$ cat src/hw/rtl/kti_pkg.sv
// Shared types, channel codes and constants of the keyframe track interpolator.
// Used by the front end, back end and top level; depends on nothing.
`default_nettype none

package kti_pkg;

   localparam int MAX_KEYFRAMES_DEFAULT = 64;
   localparam int NUM_CHANNELS          = 15;
   localparam int CMD_QUEUE_DEPTH       = 4;

   localparam logic [3:0] CH_X     = 4'd0;
   localparam logic [3:0] CH_HOTX  = 4'd2;
   localparam logic [3:0] CH_HOTY  = 4'd3;
   localparam logic [3:0] CH_SX    = 4'd4;
   localparam logic [3:0] CH_SY    = 4'd5;
   localparam logic [3:0] CH_A     = 4'd10;
   localparam logic [3:0] CH_FRAME = 4'd11;
   localparam logic [3:0] CH_TYPE  = 4'd12;
   localparam logic [3:0] CH_BLEND = 4'd13;
   localparam logic [3:0] CH_Z     = 4'd14;
   localparam logic [3:0] CH_T     = 4'd15;

   localparam logic REQ_WRITE = 1'b0;
   localparam logic REQ_QUERY = 1'b1;

   localparam logic [16:0] T_ONE = 17'h10000;

   localparam logic CSR_IDX_KEYFRAME_COUNT = 1'b0;

   typedef struct packed {
      logic              req_type;
      logic [5:0]        kf_index;
      logic [3:0]        channel;
      logic signed [31:0] value;
      logic signed [15:0] query_frame;
   } req_item_type;

   typedef struct packed {
      logic [3:0]         out_channel;
      logic signed [31:0] out_value;
      logic               found;
      logic               last;
   } rsp_item_type;

   typedef struct packed {
      logic               is_query;
      logic               wr_ok;
      logic [5:0]         kf_index;
      logic [3:0]         channel;
      logic signed [31:0] value;
      logic signed [15:0] query_frame;
   } cmd_type;

   typedef enum logic [3:0] {
      ST_IDLE,
      ST_SCAN,
      ST_PREP,
      ST_DIV,
      ST_RDA,
      ST_RDB,
      ST_CAPB,
      ST_MUL,
      ST_FIN,
      ST_MISS
   } state_type;

endpackage

`default_nettype wire

$ cat src/hw/rtl/kti_front.sv
// Front end: accepts request items, classifies them and queues them as commands.
// Depends on kti_pkg.
`default_nettype none

module kti_front #(
   parameter int MAX_KEYFRAMES = kti_pkg::MAX_KEYFRAMES_DEFAULT
) (
   input  wire logic                  clock,
   input  wire logic                  reset,
   input  wire logic                  req_valid,
   output logic                       req_ready,
   input  wire kti_pkg::req_item_type req_data,
   output logic                       cmd_valid,
   input  wire logic                  cmd_ready,
   output kti_pkg::cmd_type           cmd
);

   localparam int DEPTH  = kti_pkg::CMD_QUEUE_DEPTH;
   localparam int PTR_W  = $clog2(DEPTH);
   localparam int FILL_W = $clog2(DEPTH + 1);

   kti_pkg::cmd_type  entry_ff [DEPTH];
   logic [PTR_W-1:0]  wr_ptr_ff, wr_ptr_in;
   logic [PTR_W-1:0]  rd_ptr_ff, rd_ptr_in;
   logic [FILL_W-1:0] fill_ff, fill_in;
   kti_pkg::cmd_type  new_cmd;
   logic              push, pop;

   // A write is kept only when it lands inside the table.
   always_comb begin
      new_cmd.is_query    = (req_data.req_type == kti_pkg::REQ_QUERY);
      new_cmd.wr_ok       = (32'(req_data.kf_index) < MAX_KEYFRAMES) &&
                            (32'(req_data.channel) < kti_pkg::NUM_CHANNELS);
      new_cmd.kf_index    = req_data.kf_index;
      new_cmd.channel     = req_data.channel;
      new_cmd.value       = req_data.value;
      new_cmd.query_frame = req_data.query_frame;
   end

   assign req_ready = (fill_ff != FILL_W'(DEPTH));
   assign cmd_valid = (fill_ff != '0);
   assign cmd       = entry_ff[rd_ptr_ff];
   assign push      = req_valid && req_ready;
   assign pop       = cmd_valid && cmd_ready;

   always_comb begin
      wr_ptr_in = wr_ptr_ff;
      rd_ptr_in = rd_ptr_ff;
      fill_in   = fill_ff;
      if (push) begin
         wr_ptr_in = (wr_ptr_ff == PTR_W'(DEPTH - 1)) ? '0 : wr_ptr_ff + 1'b1;
      end
      if (pop) begin
         rd_ptr_in = (rd_ptr_ff == PTR_W'(DEPTH - 1)) ? '0 : rd_ptr_ff + 1'b1;
      end
      if (push && !pop) begin
         fill_in = fill_ff + 1'b1;
      end else if (pop && !push) begin
         fill_in = fill_ff - 1'b1;
      end
   end

   always_ff @(posedge clock) begin
      if (push) begin
         entry_ff[wr_ptr_ff] <= new_cmd;
      end
   end

   always_ff @(posedge clock) begin
      if (reset) begin
         wr_ptr_ff <= '0;
         rd_ptr_ff <= '0;
         fill_ff   <= '0;
      end else begin
         wr_ptr_ff <= wr_ptr_in;
         rd_ptr_ff <= rd_ptr_in;
         fill_ff   <= fill_in;
      end
   end

endmodule

`default_nettype wire

$ cat config.mk
export PLATFORM = sky130hd
export DESIGN_NAME = kti_front
export DESIGN_NICKNAME = d
export VERILOG_FILES = /design/src/hw/rtl/kti_pkg.sv /design/src/hw/rtl/kti_front.sv
export SDC_FILE = /design/constraint.sdc
export NUM_CORES = 1
export LEC_CHECK = 0
export ABC_AREA = 1
export BUFFER_PORTS_ARGS = -buffer_cell sky130_fd_sc_hd__buf_2
export CORE_MARGIN = 10
export CORE_UTILIZATION = 57
export CTS_CLUSTER_SIZE = 28
export DETAILED_ROUTE_END_ITERATION = 7
export HOLD_SLACK_MARGIN = 0.12
export PLACE_DENSITY = 0.83
export SYNTH_ARGS = -nofsm -noshare
export SYNTH_HDL_FRONTEND = slang
export SYNTH_SLANG_ARGS = --single-unit
$ cat constraint.sdc
create_clock -name clock -period 4.72 [get_ports clock]
set_clock_uncertainty 0.2 [all_clocks]
set_input_delay 0.472 -clock clock [delete_from_list [all_inputs] [get_ports clock]]
set_output_delay 0.472 -clock clock [all_outputs]
set_load 0.1 [all_outputs]
# Word level (Yosys, flattened, before mapping)
# Memory sizes are Yosys's and may differ from the RTL's. A register that Yosys moved wholly into a read port is not among the register bits.
# Index checks and enable logic that the tools add are counted.
totals:
  ff_bits: 7
  mem_count: 1
  ram_bits: 240
  out_inout_bits: 62
  input_bits: 63
classes:
  order_cmp: 1
  add_sub_neg: 4
  reduce_logical: 8
  n_mux: 8
  n_eq_ne: 3
memory_table:
  columns: ["name", "words", "word_bits", "read_ports", "rd_ports_with_merged_regs", "write_ports", "line_no", "rtl"]
  rows:
  - ["entry_ff", 4, 60, 1, 1, 1, "kti_front.sv:22", "kti_pkg::cmd_type entry_ff [DEPTH];"]
ops:
  columns: ["op", "count"]
  rows:
  - ["$mux W2", 4]
  - ["$mux W3", 2]
  - ["$add A2 B1 Y2 const B", 2]
  - ["$eq A2 B2 Y1 const B", 2]
  - ["$logic_and A1 B1 Y1", 4]
  - ["$lt A4 B4 Y1 const B", 1]
  - ["$add A3 B1 Y3 const B", 1]
  - ["$ne A3 B3 Y1 const B", 1]
  - ["$reduce_bool A3 Y1", 1]
  - ["$sub A3 B1 Y3 const B", 1]
  - ["$logic_not A1 Y1", 2]
  - ["$mux W1", 2]
  - ["$reduce_bool A2 Y1", 1]

# Depth between registers and ports, before layout
depth:
  word_depth: 6
  mapped_depth: 13

# Worst setup path before layout
# No wires, ideal clock.
synth_path:
  path_kind: "reg-to-reg"
  startpoint: "register fill_ff[0]"
  endpoint: "memory entry_ff[0][0] (netlist bit) (enable)"
  n_path_buf: 0
  arrival_time_ns: 4.010
  stages_incl_launch_ff: 5
  setup_slack_ns: 0.031
  cell_sequence: "dfxtp_1 > nor2_1 > nand2_1 > nand2_1 > nor2_1"
synth_between:
  elab_chain_cells: 4
synth_lines:
  columns: ["item", "line_no", "rtl"]
  rows:
  - ["from (decl)", "kti_front.sv:25", "logic [FILL_W-1:0] fill_ff, fill_in;"]
  - ["from (signal assigned)", "kti_front.sv:77", "fill_ff <= fill_in;"]
  - ["$ne A3 B3 Y1", "kti_front.sv:40", "assign req_ready = (fill_ff != FILL_W'(DEPTH));"]
  - ["via req_ready", "kti_front.sv:11", "output logic req_ready,"]
  - ["$logic_and A1 B1 Y1", "kti_front.sv:43", "assign push = req_valid && req_ready;"]
  - ["$mux W1", "kti_front.sv:64", "if (push) begin"]
  - ["$mux W1 (not written as such)", "kti_front.sv:65", "entry_ff[wr_ptr_ff] <= new_cmd;"]
  - ["to (decl)", "kti_front.sv:22", null]
# The timed path passes the listed nets, and every way through them passes these cells.

==> results.yml <==
run_status:
  run_status: "complete, no violations"
clocking:
  cts_inserted_buffers: 25
  cts_root_buf: "sky130_fd_sc_hd__clkbuf_16"
  cts_tree: "yes"
  cts_sinks: 249
  htree_levels: 1
  cts.path.max_buffers: 3
  clk_slew_on_worst_s_h_paths_ns: 0.06
  clk-insertion-delay-late_ns: 0.50
die:
  die_outline_area_um2: 22400
  die_w_um: 150
  core_um2: 16500
  dieHeight_um: 150
  floorplan.io_pins: 125
  start_util: 0.579
  fp-row-count: 47
sta:
  slew_violations: 0
  layout_worst_path_cycle_share: 0.740
  finalWorstPathRequiredPeriod_ns: 3.49
  final_setup_tns_ns: 0
  finalHoldViolCount: 0
  tightest_slew_ns: 1.19
  grt_setup_unrepaired: "no"
  timing.fmax_ghz: 0.286
  setup-violations-final: 0
  maxSlewHeadroom: 0.208
final_layout:
  drive_gt1_frac: 0.247
  area.growth.synth_to_final_pct: 22.9
  final.fill_count: 1068
  finalNetCount: 906
  multiInputGateArea_um2: 1900
  area.sequential_um2: 7390
yosys:
  compound_gate_fraction_of_synth_area: 0.118
  synth_top_family_by_area: "compound AO/OA/AOI/OAI gates"
  synthesis.nets: 720
  synthSimpleGateAreaFrac: 0.0672
  netlist-cell-type-count: 21
  number_of_warning_messages_in_the_yosys_log: 0
  yosys_register_bits: 249
  synthesis.area_per_instance_um2: 14.7
  post_synth_xor_area_fraction: 0
  synth_sequential_area_ratio: 0.772
  synthAdderAreaFrac: 0.00994
  postSynthCellCount: 650
  synth.mux.area_fraction: 0
  synth.cell_area_um2: 9570
grt:
  grt_pass1_vias: 6388
  grt_start_max_net_pins: 121
  grt_resource_usage_total: 0.190
  grt_pass1_wl_um: 33900
  antenna_found_initial: 2
  globalRouteOverflowTotal: 0
setup_path:
  crit_required_ns: 4.05
  timing.critical_path.fanout_max: 120
  worstSetupStartpointType: "flop"
  critical_path_arrival_ns: 2.82
  cell_by_cell_trace_of_the_critical_path: "buf_4 > o21ai_0 > o22ai_1 > buf_2"
  critPathMaxStageDelay_ns: 0.81
  critPathTopFamily: "buffers and inverters"
  critical-path-slowest-cell: "sky130_fd_sc_hd__buf_4"
  path_buf_inv: 2
  worstSetupPathType: "flop to output pin"
  cp-end-kind: "output pin"
drt:
  dr_total_vias: 6163
  initialDrtViolationCount: 549
  postRouteAntennaNets: 0
  drc: 0
  wirelength_um: 21900
  routed_wire_length_per_instance_um: 20.3
  firstDrtPassIters: 5
  drt-vias-per-instance: 5.73
min_path:
  hold_path_class: "flop to flop"
flow_run:
  drv_cap: 0
placement:
  io_buffers: 124
  gpl.final_weighted_congestion: 0.725
  dp_hpwl_um: 12200
[placed cells by master, fill, tap and decap left out, types with 3 or more instances in the layout]
cell type and instances:
sky130_fd_sc_hd__ha_1 6, sky130_fd_sc_hd__o22ai_2 20, sky130_fd_sc_hd__clkbuf_16 25, sky130_fd_sc_hd__inv_1 14, sky130_fd_sc_hd__o21ai_1 40, sky130_fd_sc_hd__nor2_4 4
sky130_fd_sc_hd__clkbuf_1 6, sky130_fd_sc_hd__diode_2 3, sky130_fd_sc_hd__edfxtp_1 240, sky130_fd_sc_hd__a21oi_1 4, sky130_fd_sc_hd__dlygate4sd3_1 65, sky130_fd_sc_hd__nor2_1 110
sky130_fd_sc_hd__clkinv_1 7, sky130_fd_sc_hd__buf_4 6, sky130_fd_sc_hd__nand2_1 14, sky130_fd_sc_hd__o21ai_0 82, sky130_fd_sc_hd__buf_2 124, sky130_fd_sc_hd__o22ai_1 40
sky130_fd_sc_hd__dfxtp_1 7, sky130_fd_sc_hd__nor2_2 20
[Yosys cell counts]
library cell / count / area, um2
sky130_fd_sc_hd__a21oi_1: 4 / 20.0
sky130_fd_sc_hd__buf_2: 7 / 35.0
sky130_fd_sc_hd__buf_6: 9 / 101
sky130_fd_sc_hd__buf_8: 3 / 45.0
sky130_fd_sc_hd__clkbuf_1: 19 / 71.3
sky130_fd_sc_hd__dfxtp_1: 9 / 180
sky130_fd_sc_hd__edfxtp_1: 240 / 7210
sky130_fd_sc_hd__fa_1: 1 / 20.0
sky130_fd_sc_hd__ha_1: 6 / 75.1
sky130_fd_sc_hd__inv_1: 15 / 56.3
sky130_fd_sc_hd__inv_2: 1 / 3.75
sky130_fd_sc_hd__nand2_1: 14 / 52.6
sky130_fd_sc_hd__nand3_1: 2 / 10.0
sky130_fd_sc_hd__nand3b_1: 2 / 15.0
sky130_fd_sc_hd__nand4_1: 2 / 12.5
sky130_fd_sc_hd__nor2_1: 114 / 428
sky130_fd_sc_hd__nor2_2: 20 / 125
sky130_fd_sc_hd__o21ai_0: 82 / 410
sky130_fd_sc_hd__o21ai_1: 40 / 200
sky130_fd_sc_hd__o22ai_1: 40 / 250
sky130_fd_sc_hd__o22ai_2: 20 / 250
[flip-flops by register name, summed over array words and instances, names as in the netlist, named ones only]
register   count
rd_ptr_ff      2
fill_ff        3
wr_ptr_ff      2
entry_ff     240
[worst paths after layout]
| path | startpoint | to | slack [ns] | cells after the start |
|---|---|---|---|---|
| min | fill_ff[0] | fill_ff[0] | 0.32 | 1 |
| min reg2reg | fill_ff[0] | fill_ff[0] | 0.32 | 1 |
| max reg2reg | fill_ff[0] | entry_ff[1][3] | 1.86 | 5 |
| max | flop | cmd[0] | 1.23 | 4 |
[metrics by stage]
step	instance area, um2	instances	util	setup WS (ns)	hold WS, ns
final	11800	1076	0.711	1.23	0.317
after global routing	11800	1075	0.711	1.04	0.356
after CTS	11700	1073	0.711	1.30	0.319
after detailed placement	10300	964	0.625	1.83	0.304
after global placement	10300	964	0.625	1.91	0.277
after floorplan	9570	650	-	0.0315	0.266
[timing repair]
| action | 4_1_cts | 5_1_grt |
|---|---|---|
| resized for setup | 0 | 0 |
| hold buffers | 65 | 0 |
| buffers inserted | 0 | 0 |
| setup endpoints to repair | 0 | 0 |
| hold endpoints to repair | 243 | 0 |
[final cells by class]
cell class / count / area share
inverter: 16 / 0.00532
multi-input combinational: 347 / 0.162
tap: 220 / 0.0234
clock inverter: 13 / 0.00979
clock buffer: 31 / 0.0551
antenna: 3 / 0.000639
timing repair buffer: 197 / 0.115
sequential: 249 / 0.629
[routing by layer]
| metal | vias to the layer above | global-route usage | share of wire |
|---|---|---|---|
| li1 | 2810 | - | - |
| met1 | 3081 | 0.229 | 0.39 |
| met2 | 229 | 0.338 | 0.53 |
| met3 | 43 | 0.0317 | 0.058 |
| met4 | 0 | 0.0677 | 0.024 |
| met5 | - | 0 | 0 |
[cells by family (layout without fill, tap and decap cells)]
group / count (synthesis) / count (layout)
flops: 249 / 249
compound gates: 186 / 186
simple gates: 154 / 154
buf+inv: 54 / 257
fa+ha+maj: 7 / 7
other cells: 0 / 3
Power is not shown: default switching activity piles up to over one toggle a cycle in this logic, so the estimate is an artifact.
