$ cat src/hw/rtl/kti_pkg.sv
// Shared types, channel codes and constants of the keyframe track interpolator.
// Used by the front end, back end and top level; depends on nothing.
`default_nettype none

package kti_pkg;

   localparam int MAX_KEYFRAMES_DEFAULT = 64;
   localparam int NUM_CHANNELS          = 15;
   localparam int CMD_QUEUE_DEPTH       = 4;

   localparam logic [3:0] CH_X     = 4'd0;
   localparam logic [3:0] CH_HOTX  = 4'd2;
   localparam logic [3:0] CH_HOTY  = 4'd3;
   localparam logic [3:0] CH_SX    = 4'd4;
   localparam logic [3:0] CH_SY    = 4'd5;
   localparam logic [3:0] CH_A     = 4'd10;
   localparam logic [3:0] CH_FRAME = 4'd11;
   localparam logic [3:0] CH_TYPE  = 4'd12;
   localparam logic [3:0] CH_BLEND = 4'd13;
   localparam logic [3:0] CH_Z     = 4'd14;
   localparam logic [3:0] CH_T     = 4'd15;

   localparam logic REQ_WRITE = 1'b0;
   localparam logic REQ_QUERY = 1'b1;

   localparam logic [16:0] T_ONE = 17'h10000;

   localparam logic CSR_IDX_KEYFRAME_COUNT = 1'b0;

   typedef struct packed {
      logic              req_type;
      logic [5:0]        kf_index;
      logic [3:0]        channel;
      logic signed [31:0] value;
      logic signed [15:0] query_frame;
   } req_item_type;

   typedef struct packed {
      logic [3:0]         out_channel;
      logic signed [31:0] out_value;
      logic               found;
      logic               last;
   } rsp_item_type;

   typedef struct packed {
      logic               is_query;
      logic               wr_ok;
      logic [5:0]         kf_index;
      logic [3:0]         channel;
      logic signed [31:0] value;
      logic signed [15:0] query_frame;
   } cmd_type;

   typedef enum logic [3:0] {
      ST_IDLE,
      ST_SCAN,
      ST_PREP,
      ST_DIV,
      ST_RDA,
      ST_RDB,
      ST_CAPB,
      ST_MUL,
      ST_FIN,
      ST_MISS
   } state_type;

endpackage

`default_nettype wire

$ cat src/hw/rtl/kti_back.sv
// Back end: executes queued commands (table writes and queries) and drives results.
// Depends on kti_pkg; talks to the keyframe RAM through its ports.
`default_nettype none

module kti_back #(
   parameter int MAX_KEYFRAMES = kti_pkg::MAX_KEYFRAMES_DEFAULT,
   localparam int KF_W   = $clog2(MAX_KEYFRAMES),
   localparam int CNT_W  = $clog2(MAX_KEYFRAMES + 1),
   localparam int DEPTH  = MAX_KEYFRAMES * kti_pkg::NUM_CHANNELS,
   localparam int ADDR_W = $clog2(DEPTH)
) (
   input  wire logic                  clock,
   input  wire logic                  reset,
   input  wire logic                  cmd_valid,
   output logic                       cmd_ready,
   input  wire kti_pkg::cmd_type      cmd,
   input  wire logic [6:0]            keyframe_count,
   output logic                       mem_we,
   output logic [ADDR_W-1:0]          mem_waddr,
   output logic [31:0]                mem_wdata,
   output logic [ADDR_W-1:0]          mem_raddr,
   input  wire logic [31:0]           mem_rdata,
   output logic                       rsp_valid,
   input  wire logic                  rsp_ready,
   output kti_pkg::rsp_item_type      rsp_data
);

   localparam logic signed [35:0] SAT_HI = 36'sd2147483647;
   localparam logic signed [35:0] SAT_LO = -36'sd2147483648;

   function automatic logic [ADDR_W-1:0] addr_of(input logic [KF_W-1:0] kf,
                                                 input logic [3:0] ch);
      addr_of = ADDR_W'(32'(kf) * kti_pkg::NUM_CHANNELS + 32'(ch));
   endfunction

   kti_pkg::state_type state_ff, state_in;

   logic [CNT_W-1:0]   n_ff, n_in;
   logic signed [31:0] frame_ff, frame_in;
   logic [CNT_W-1:0]   issue_ff, issue_in;
   logic               pend_ff, pend_in;
   logic [KF_W-1:0]    pend_idx_ff, pend_idx_in;
   logic signed [31:0] prev_ff, prev_in;
   logic               have_ff, have_in;
   logic [KF_W-1:0]    seg_ff, seg_in;
   logic signed [31:0] fa_ff, fa_in;
   logic signed [31:0] fb_ff, fb_in;
   logic [33:0]        rem_ff, rem_in;
   logic [33:0]        span_ff, span_in;
   logic [16:0]        quo_ff, quo_in;
   logic [4:0]         step_ff, step_in;
   logic               span_zero_ff, span_zero_in;
   logic               type_a_zero_ff, type_a_zero_in;
   logic               type_b_zero_ff, type_b_zero_in;
   logic [3:0]         ch_ff, ch_in;
   logic signed [31:0] va_ff, va_in;
   logic signed [31:0] vb_ff, vb_in;
   logic signed [50:0] prod_ff, prod_in;
   logic signed [31:0] sx_ff, sx_in;
   logic               rsp_valid_ff, rsp_valid_in;
   kti_pkg::rsp_item_type rsp_data_ff, rsp_data_in;

   logic [CNT_W-1:0]   n_clip;
   logic signed [31:0] rd_word;
   logic               pend_first, pend_last, seg_match;
   logic               scan_miss, scan_break, scan_end;
   logic [KF_W-1:0]    seg_b;
   logic [16:0]        t_val;
   logic [33:0]        rem_sh;
   logic               rem_ge;
   logic signed [32:0] diff;
   logic signed [17:0] t_s;
   logic signed [35:0] lerp_sum;
   logic signed [31:0] lerp_val;
   logic signed [31:0] fin_val;
   logic               out_free;

   assign n_clip  = (32'(keyframe_count) > MAX_KEYFRAMES) ? CNT_W'(MAX_KEYFRAMES)
                                                          : CNT_W'(keyframe_count);
   assign rd_word = mem_rdata;
   assign seg_b   = KF_W'(seg_ff + 1'b1);
   assign t_val   = span_zero_ff ? '0 : quo_ff;

   // Segment scan: each frame word comes back in the cycle after its read is issued.
   assign pend_first = (pend_idx_ff == '0);
   assign pend_last  = ((CNT_W'(pend_idx_ff) + CNT_W'(1)) == n_ff);
   assign seg_match  = !pend_first && (prev_ff <= frame_ff) && (frame_ff <= rd_word);
   assign scan_miss  = pend_ff && pend_first && (frame_ff < rd_word);
   assign scan_break = pend_ff && seg_match && (frame_ff < rd_word);
   assign scan_end   = pend_ff && pend_last;

   // Restoring division, one quotient bit per cycle; the first step has no shift.
   assign rem_sh = (step_ff == '0) ? rem_ff : {rem_ff[32:0], 1'b0};
   assign rem_ge = (rem_sh >= span_ff);

   assign diff = 33'(vb_ff) - 33'(va_ff);
   assign t_s  = 18'(t_val);

   always_comb begin
      lerp_sum = 36'(va_ff) + 36'(prod_ff >>> 16);
      if (lerp_sum > SAT_HI) begin
         lerp_val = 32'h7FFFFFFF;
      end else if (lerp_sum < SAT_LO) begin
         lerp_val = 32'sh80000000;
      end else begin
         lerp_val = lerp_sum[31:0];
      end
   end

   always_comb begin
      unique case (ch_ff)
         kti_pkg::CH_HOTX, kti_pkg::CH_HOTY, kti_pkg::CH_FRAME,
         kti_pkg::CH_TYPE, kti_pkg::CH_BLEND: begin
            fin_val = va_ff;
         end
         kti_pkg::CH_Z: begin
            fin_val = vb_ff;
         end
         kti_pkg::CH_SY: begin
            if (va_ff == 0 && vb_ff == 0) begin
               fin_val = sx_ff;
            end else if (va_ff == 0) begin
               fin_val = vb_ff;
            end else if (vb_ff == 0) begin
               fin_val = va_ff;
            end else begin
               fin_val = lerp_val;
            end
         end
         kti_pkg::CH_A: begin
            if (type_a_zero_ff || (type_b_zero_ff && t_val == kti_pkg::T_ONE)) begin
               fin_val = '0;
            end else begin
               fin_val = lerp_val;
            end
         end
         kti_pkg::CH_T: begin
            fin_val = 32'(t_val);
         end
         default: begin
            fin_val = lerp_val;
         end
      endcase
   end

   assign out_free = !rsp_valid_ff || rsp_ready;

   // Next state.
   always_comb begin
      state_in = state_ff;
      unique case (state_ff)
         kti_pkg::ST_IDLE: begin
            if (cmd_valid && cmd.is_query) begin
               state_in = (n_clip == '0) ? kti_pkg::ST_MISS : kti_pkg::ST_SCAN;
            end
         end
         kti_pkg::ST_SCAN: begin
            if (scan_miss) begin
               state_in = kti_pkg::ST_MISS;
            end else if (scan_break) begin
               state_in = kti_pkg::ST_PREP;
            end else if (scan_end) begin
               state_in = (have_ff || seg_match) ? kti_pkg::ST_PREP : kti_pkg::ST_MISS;
            end
         end
         kti_pkg::ST_PREP: state_in = kti_pkg::ST_DIV;
         kti_pkg::ST_DIV: begin
            if (step_ff == 5'd16) begin
               state_in = kti_pkg::ST_RDA;
            end
         end
         kti_pkg::ST_RDA:  state_in = kti_pkg::ST_RDB;
         kti_pkg::ST_RDB:  state_in = kti_pkg::ST_CAPB;
         kti_pkg::ST_CAPB: state_in = kti_pkg::ST_MUL;
         kti_pkg::ST_MUL:  state_in = kti_pkg::ST_FIN;
         kti_pkg::ST_FIN: begin
            if (out_free) begin
               if (ch_ff == kti_pkg::CH_T) begin
                  state_in = kti_pkg::ST_IDLE;
               end else if (ch_ff == kti_pkg::CH_Z) begin
                  state_in = kti_pkg::ST_FIN;
               end else begin
                  state_in = kti_pkg::ST_RDA;
               end
            end
         end
         kti_pkg::ST_MISS: begin
            if (out_free) begin
               state_in = kti_pkg::ST_IDLE;
            end
         end
         default: state_in = kti_pkg::ST_IDLE;
      endcase
   end

   // Outputs toward the queue and the RAM.
   always_comb begin
      cmd_ready = 1'b0;
      mem_we    = 1'b0;
      mem_waddr = ADDR_W'(32'(cmd.kf_index) * kti_pkg::NUM_CHANNELS + 32'(cmd.channel));
      mem_wdata = cmd.value;
      mem_raddr = addr_of(seg_ff, ch_ff);
      unique case (state_ff)
         kti_pkg::ST_IDLE: begin
            cmd_ready = 1'b1;
            mem_we    = cmd_valid && !cmd.is_query && cmd.wr_ok;
         end
         kti_pkg::ST_SCAN: mem_raddr = addr_of(issue_ff[KF_W-1:0], kti_pkg::CH_FRAME);
         kti_pkg::ST_PREP: mem_raddr = addr_of(seg_ff, kti_pkg::CH_TYPE);
         kti_pkg::ST_DIV:  mem_raddr = addr_of(seg_b, kti_pkg::CH_TYPE);
         kti_pkg::ST_RDA:  mem_raddr = addr_of(seg_ff, ch_ff);
         kti_pkg::ST_RDB:  mem_raddr = addr_of(seg_b, ch_ff);
         default: begin
            mem_raddr = addr_of(seg_ff, ch_ff);
         end
      endcase
   end

   // Datapath next values.
   always_comb begin
      n_in           = n_ff;
      frame_in       = frame_ff;
      issue_in       = issue_ff;
      pend_in        = 1'b0;
      pend_idx_in    = pend_idx_ff;
      prev_in        = prev_ff;
      have_in        = have_ff;
      seg_in         = seg_ff;
      fa_in          = fa_ff;
      fb_in          = fb_ff;
      rem_in         = rem_ff;
      span_in        = span_ff;
      quo_in         = quo_ff;
      step_in        = step_ff;
      span_zero_in   = span_zero_ff;
      type_a_zero_in = type_a_zero_ff;
      type_b_zero_in = type_b_zero_ff;
      ch_in          = ch_ff;
      va_in          = va_ff;
      vb_in          = vb_ff;
      prod_in        = prod_ff;
      sx_in          = sx_ff;
      rsp_data_in    = rsp_data_ff;
      rsp_valid_in   = rsp_ready ? 1'b0 : rsp_valid_ff;
      unique case (state_ff)
         kti_pkg::ST_IDLE: begin
            n_in     = n_clip;
            frame_in = 32'(cmd.query_frame);
            issue_in = '0;
            have_in  = 1'b0;
         end
         kti_pkg::ST_SCAN: begin
            if (issue_ff < n_ff) begin
               pend_in     = 1'b1;
               pend_idx_in = issue_ff[KF_W-1:0];
               issue_in    = issue_ff + 1'b1;
            end
            if (pend_ff) begin
               prev_in = rd_word;
               if (seg_match) begin
                  have_in = 1'b1;
                  seg_in  = KF_W'(pend_idx_ff - 1'b1);
                  fa_in   = prev_ff;
                  fb_in   = rd_word;
               end
            end
         end
         kti_pkg::ST_PREP: begin
            span_in      = 34'(fb_ff) - 34'(fa_ff);
            rem_in       = 34'(frame_ff) - 34'(fa_ff);
            span_zero_in = (fb_ff == fa_ff);
            quo_in       = '0;
            step_in      = '0;
         end
         kti_pkg::ST_DIV: begin
            rem_in  = rem_ge ? rem_sh - span_ff : rem_sh;
            quo_in  = {quo_ff[15:0], rem_ge};
            step_in = step_ff + 1'b1;
            if (step_ff == 5'd0) begin
               type_a_zero_in = (rd_word == 0);
            end
            if (step_ff == 5'd1) begin
               type_b_zero_in = (rd_word == 0);
            end
            ch_in = kti_pkg::CH_X;
         end
         kti_pkg::ST_RDB:  va_in   = rd_word;
         kti_pkg::ST_CAPB: vb_in   = rd_word;
         kti_pkg::ST_MUL:  prod_in = diff * t_s;
         kti_pkg::ST_FIN: begin
            if (out_free) begin
               rsp_valid_in            = 1'b1;
               rsp_data_in.out_channel = ch_ff;
               rsp_data_in.out_value   = fin_val;
               rsp_data_in.found       = 1'b1;
               rsp_data_in.last        = (ch_ff == kti_pkg::CH_T);
               if (ch_ff == kti_pkg::CH_SX) begin
                  sx_in = lerp_val;
               end
               ch_in = ch_ff + 1'b1;
            end
         end
         kti_pkg::ST_MISS: begin
            if (out_free) begin
               rsp_valid_in            = 1'b1;
               rsp_data_in.out_channel = kti_pkg::CH_X;
               rsp_data_in.out_value   = '0;
               rsp_data_in.found       = 1'b0;
               rsp_data_in.last        = 1'b1;
            end
         end
         default: begin
            rsp_data_in = rsp_data_ff;
         end
      endcase
   end

   always_ff @(posedge clock) begin
      if (reset) begin
         state_ff     <= kti_pkg::ST_IDLE;
         pend_ff      <= 1'b0;
         rsp_valid_ff <= 1'b0;
      end else begin
         state_ff     <= state_in;
         pend_ff      <= pend_in;
         rsp_valid_ff <= rsp_valid_in;
      end
   end

   always_ff @(posedge clock) begin
      n_ff           <= n_in;
      frame_ff       <= frame_in;
      issue_ff       <= issue_in;
      pend_idx_ff    <= pend_idx_in;
      prev_ff        <= prev_in;
      have_ff        <= have_in;
      seg_ff         <= seg_in;
      fa_ff          <= fa_in;
      fb_ff          <= fb_in;
      rem_ff         <= rem_in;
      span_ff        <= span_in;
      quo_ff         <= quo_in;
      step_ff        <= step_in;
      span_zero_ff   <= span_zero_in;
      type_a_zero_ff <= type_a_zero_in;
      type_b_zero_ff <= type_b_zero_in;
      ch_ff          <= ch_in;
      va_ff          <= va_in;
      vb_ff          <= vb_in;
      prod_ff        <= prod_in;
      sx_ff          <= sx_in;
      rsp_data_ff    <= rsp_data_in;
   end

   assign rsp_valid = rsp_valid_ff;
   assign rsp_data  = rsp_data_ff;

endmodule

`default_nettype wire

$ cat config.mk
export PLATFORM = sky130hd
export DESIGN_NAME = kti_back
export DESIGN_NICKNAME = d
export VERILOG_FILES = /design/src/hw/rtl/kti_pkg.sv /design/src/hw/rtl/kti_back.sv
export SDC_FILE = /design/constraint.sdc
export NUM_CORES = 2
export LEC_CHECK = 0
export BUFFER_PORTS_ARGS = -buffer_cell sky130_fd_sc_hd__buf_4
export CAP_MARGIN = 20
export CORE_ASPECT_RATIO = 0.7
export CORE_UTILIZATION = 56
export CTS_BUF_LIST = sky130_fd_sc_hd__clkbuf_8
export CTS_CLUSTER_DIAMETER = 30
export DETAILED_ROUTE_END_ITERATION = 8
export GPL_TIMING_DRIVEN = 0
export PLACE_DENSITY = 0.73
export SLEW_MARGIN = 25
export SYNTH_ARGS = -nofsm -noshare
export SYNTH_HDL_FRONTEND = slang
export SYNTH_SLANG_ARGS = --single-unit
$ cat constraint.sdc
create_clock -name clock -period 10.8 [get_ports clock]
set_clock_uncertainty 0.1 [all_clocks]
set_input_delay 0.54 -clock clock [delete_from_list [all_inputs] [get_ports clock]]
set_output_delay 0.54 -clock clock [all_outputs]
set_load 0.01 [all_outputs]
Yosys cells after proc, flatten, opt, wreduce, memory -nomap -nowiden
Cells that the tools add are included.
- bits in registers: 427
- bits of input ports: 103
- logic and storage cells: 177
- output and inout port bits: 93
- $add $sub $neg: 17
- reductions and logical operators: 43
- equality and inequality tests: 32
- multipliers: 5
- order comparisons: 8
- bitwise logic cells: 1
- mux-type cells: 43
- operator list (kind ; number):
    $mux W32 ; 6
    $pmux W32 S5 ; 1
    $logic_not A32 Y1 ; 3
    $mux W38 ; 2
    $pmux W38 S2 ; 1
    $mux W34 ; 2
    $pmux W34 S2 ; 1
    $sub A32 B32 Y33 ; 2
    $mul A33 B18 Y51 ; 1
    $mux W4 ; 12
    $mul A6 B4 Y10 const B ; 4
    $pmux W10 S4 ; 1
    $pmux W4 S10 ; 1
    $add A32 B35 Y36 ; 1
    $gt A36 B32 Y1 const B ; 1
    $lt A36 B32 Y1 const B ; 1
    $ge A34 B34 Y1 ; 1
    $pmux W17 S2 ; 1
    $sub A34 B34 Y34 ; 1
    $sub A16 B32 Y33 ; 1
    $eq A32 B32 Y1 ; 1
    $eq A4 B4 Y1 const B ; 8
    $le A16 B32 Y1 ; 1
    $le A32 B16 Y1 ; 1
    other kinds (41) ; 94

Depth between registers and ports, before layout
- depth in word-level cells: 10
- gate-level depth with buffers: 38
- gate-level depth less buffers: 37

Worst setup path after synthesis
No wires, ideal clock.
- kind: flip-flop to flip-flop
- start: register va_ff[1]
- end: register prod_ff[44] (data pin)
- data required time: 10.437 ns
- data arrival time: 8.573 ns
- setup time: 0.263 ns
- slack: 1.863 ns
- cell stages (with the launch flop): 34
- path buffers: 0
- period minus slack after synthesis: 8.937 ns
- cell sequence: edfxtp_1 > inv_1 > ha_1 > nor2b_1 > o21ai_0 > a21boi_0 > o311ai_0 > o41a_1 > or3b_2 > a31oi_1 > xor2_1 > nor2_1 > fa_1 > inv_1 > fa_1 > fa_1 > inv_1 > fa_1 > fa_1 > inv_1 > fa_1 > inv_1 > ha_1 > a21o_1 > a21o_1 > a21oi_1 > o22ai_1 > nor4b_1 > o21ai_0 > a21boi_0 > nor2b_1 > o21a_1 > o21ai_0 > a21oi_1
- word-level cells in the longest chain between the ends: 2
- RTL lines (item ; RTL line ; RTL):
    start: declaration ; kti_back.sv:56 ; logic signed [31:0] va_ff, va_in;
    start signal: assignment ; kti_back.sv:348 ; va_ff <= va_in;
    $sub A32 B32 Y33 ; kti_back.sv:96 ; assign diff = 33'(vb_ff) - 33'(va_ff);
    $mul A33 B18 Y51 ; kti_back.sv:289 ; kti_pkg::ST_MUL: prod_in = diff * t_s;
    end signal: assignment ; kti_back.sv:350 ; prod_ff <= prod_in;
    end: declaration ; kti_back.sv:58 ; logic signed [50:0] prod_ff, prod_in;
No other way between the ends.
A chain may end at the register's enable or synchronous reset.

Worst setup path in the final report
- start: register va_ff[2]
- end: register prod_ff[40] (data pin)
Same word-level chain as after synthesis.

==> results.cfg <==
[worst_setup_path]
cp.buffers_inverters = 5
r2r_start = va_ff[2]$_DFFE_PP_
cp.depth = 33
crit_top_cell = fa_1
critPathCaptureType = register
r2r_end = prod_ff[40]$_DFFE_PP_
cp-start-kind = register
ff2ff_path_depth = 33
crit_start = va_ff[2]$_DFFE_PP_
crit_slowest_cell = fa_1
cp.arrival_ns = 10.79
r2r_slack_ns = 0.37
path_class = reg -> reg
cpPeakStageDelay_ns = 0.60
crit_required_ns = 11.16
crit_fanout = 9
path_delay_family = adder cells
cp-endpoint = prod_ff[40]$_DFFE_PP_

[synth]
synth_area_per_cell_um2 = 9.47
synth-edff-count = 404
async_reset_ff_frac = 0
synth_seq_area_share = 0.251
synth-seq-cells = 410
yosys_warnings = 0
synth_cell_types = 86
synth-main-ff-cell = edfxtp_1
netlist_instances = 5144
synth_fp_nets = 6266
netlist_area_um2 = 48700

[sta]
fmax_mhz = 95.9
slew_headroom = 0.168
hold_viol = 0
worstMarginPinSlew_ns = 1.24
finalMaxSlewViolations = 0
min_period_over_period = 0.966
fin_crit_ns = 10.43
setup_violations = 0
finalHoldWorstSlack_ns = 0.0315
layout_setup_ws_ns = 0.368

[place]
hpwlAfterDp_um = 123000
place_area_um2 = 51900
io_buffer_count = 163
place.gp.congestion = 1.00
pre_cts_slack_ns = -0.627

[power_and_ir_drop]
p_total_w = 0.00872
power.density_nw_per_um2 = 162
irDropWorstVdd_mv = 0.195
leakage_nw = 24.6

[die]
initial_core_util = 0.566
std_cell_rows = 90
num_io_pins = 196
fp.dieW_um = 355
core_area_um2 = 86100
fp.dieH_um = 249
die-area_um2 = 88200

[cts]
h-tree-depth = 3
cts_tree = built
cts_inserted_buffers = 72
post_cts_buffers = 0
clk_pin_slew_ns = 0.07
cts_root_buffer = clkbuf_8
insertion_delay_ns = 0.68
cts_buffer_depth = 3
cts_num_sinks = 410

[cells_and_area]
design_area_um2 = 53800
finish.utilization = 0.624
layout.nets = 6551
n_fill_cell = 7272
drive_gt1_frac = 0.0839
syn_to_final_growth_pct = 10.4

[route]
wl_per_cell_um = 22.7
drt_iter0_drc = 4585
antenna_left = 0
drc = 22
first_pass_iters = 9
vias_per_cell = 5.90
wirelength_um = 151000
num_vias = 39202

[global_route]
antenna_found_initial = 3
grt-ovfl-total = 0
first_global_vias = 38010
grt_max_degree = 42
grt_pass1_wl_um = 230000
grt_usage = 0.345

[outcome]
violations = design-rule violations
status = finished, violations left

[flow_run]
timing.max_cap.violations = 0

[worst_hold_path]
worstHoldPathType = in -> reg
hold_start = mem_rdata[2]
kinds of logic after synthesis:
| family | Yosys count | synth area share |
|---|---|---|
| DFF | 410 | 0.251 |
| AOI/OAI and AO/OA | 913 | 0.122 |
| xor gates and xnor gates | 259 | 0.0465 |
| adders and majority gates | 1019 | 0.350 |
| buffers and inverters | 1110 | 0.0884 |
| and+or+nand+nor | 1374 | 0.128 |
| muxes | 59 | 0.0130 |
layout make-up:
type | instances | area [µm²] | share of cell area
multi-input combinational | 3624 | 32500 | 0.605
sequential | 410 | 12300 | 0.228
inverter | 914 | 3430 | 0.0638
timing repair buffer | 211 | 1820 | 0.0338
tap | 1150 | 1440 | 0.0267
clock buffer | 76 | 1050 | 0.0194
buffer | 196 | 896 | 0.0167
clock inverter | 53 | 370 | 0.00688
antenna | 6 | 15.0 | 0.000279
repair_timing:
item,in CTS,in global routing
pin swaps,0,0
hold endpoints to repair,44,1
setup endpoints to repair,16,19
hold buffers,26,1
gates resized for setup,5,30
through the flow:
| step | cells | setup TNS, ns |
|---|---|---|
| after floorplan | 5144 | 0 |
| after global placement | 6457 | -2.78 |
| after detailed placement | 6478 | -5.35 |
| after CTS | 6633 | 0 |
| after global routing | 6635 | -0.0672 |
| final | 6640 | 0 |
cells in the final DEF (no fill, tap or decap), drive strengths merged, types with 33 or more instances in the layout:
cell type    n
buf        231
a211oi      35
xor2        85
nand2      480
a21o       117
nand3       57
nand2b      60
fa         576
nor4        36
inv        937
edfxtp     404
o21ai      171
o21bai      35
a21oi      285
and2        53
mux2        35
nor2b       61
nor3        56
nor2       432
o21a        33
clkbuf     225
ha         443
nand4       40
xnor2      174
synthesized netlist by cell type (all sizes together), types with 60 or more instances:
master	number	area (µm²)
a21o	117	878
ha	443	5540
inv	913	3430
xor2	85	744
nand2b	60	375
o21ai	171	860
nand2	480	1800
edfxtp	404	12100
a21oi	285	1440
nor2	432	1620
xnor2	174	1520
fa	576	11500
clkbuf	149	559
nor2b	61	382
worst register-to-register path, delay by kind of cell, from the launching register on:
family / cells / cell delay (ns)
adders and majority gates: 8 / 4.02
AOI/OAI and AO/OA: 15 / 3.91
and+or+nand+nor: 3 / 0.70
DFF: 1 / 0.59
xor gates and xnor gates: 2 / 0.56
buffers and inverters: 5 / 0.34
where the power goes:
group	switching, W	total [W]	internal (W)
registers	0.000133	0.00220	0.00207
logic	0.00303	0.00508	0.00205
clock network	0.000715	0.00144	0.000724
total	0.00387	0.00872	0.00485
state kept, by name, indices dropped and copies added (netlist names), 5 cells and up:
register     count
pend_idx_ff      6
vb_ff           32
quo_ff          17
span_ff         33
frame_ff        16
rem_ff          34
fa_ff           32
n_ff             7
seg_ff           6
prev_ff         32
va_ff           32
sx_ff           32
prod_ff         35
fb_ff           32
rsp_data        38
issue_ff         7
step_ff          5
worst min-delay path by stage:
| stage | end | slack (ns) | cells after the start |
|---|---|---|---|
| floorplan | fa_ff[0]$_DFFE_PP_ | 0.33 | 0 |
| global placement | fa_ff[15]$_DFFE_PP_ | 0.34 | 0 |
| detailed placement | fa_ff[1]$_DFFE_PP_ | 0.35 | 0 |
| CTS | va_ff[2]$_DFFE_PP_ | 0.002 | 1 |
| global route | va_ff[2]$_DFFE_PP_ | 0.005 | 1 |
| finish | va_ff[2]$_DFFE_PP_ | 0.03 | 1 |
routing by layer:
layer / part of all wire / up-vias / track usage
li1: - / 17634 / -
met3: 0.15 / 299 / 0.151
met5: 0.0022 / - / 0.0211
met4: 0.026 / 6 / 0.0858
met2: 0.39 / 2289 / 0.454
met1: 0.43 / 18974 / 0.512
(Power assumes the default switching activity.)
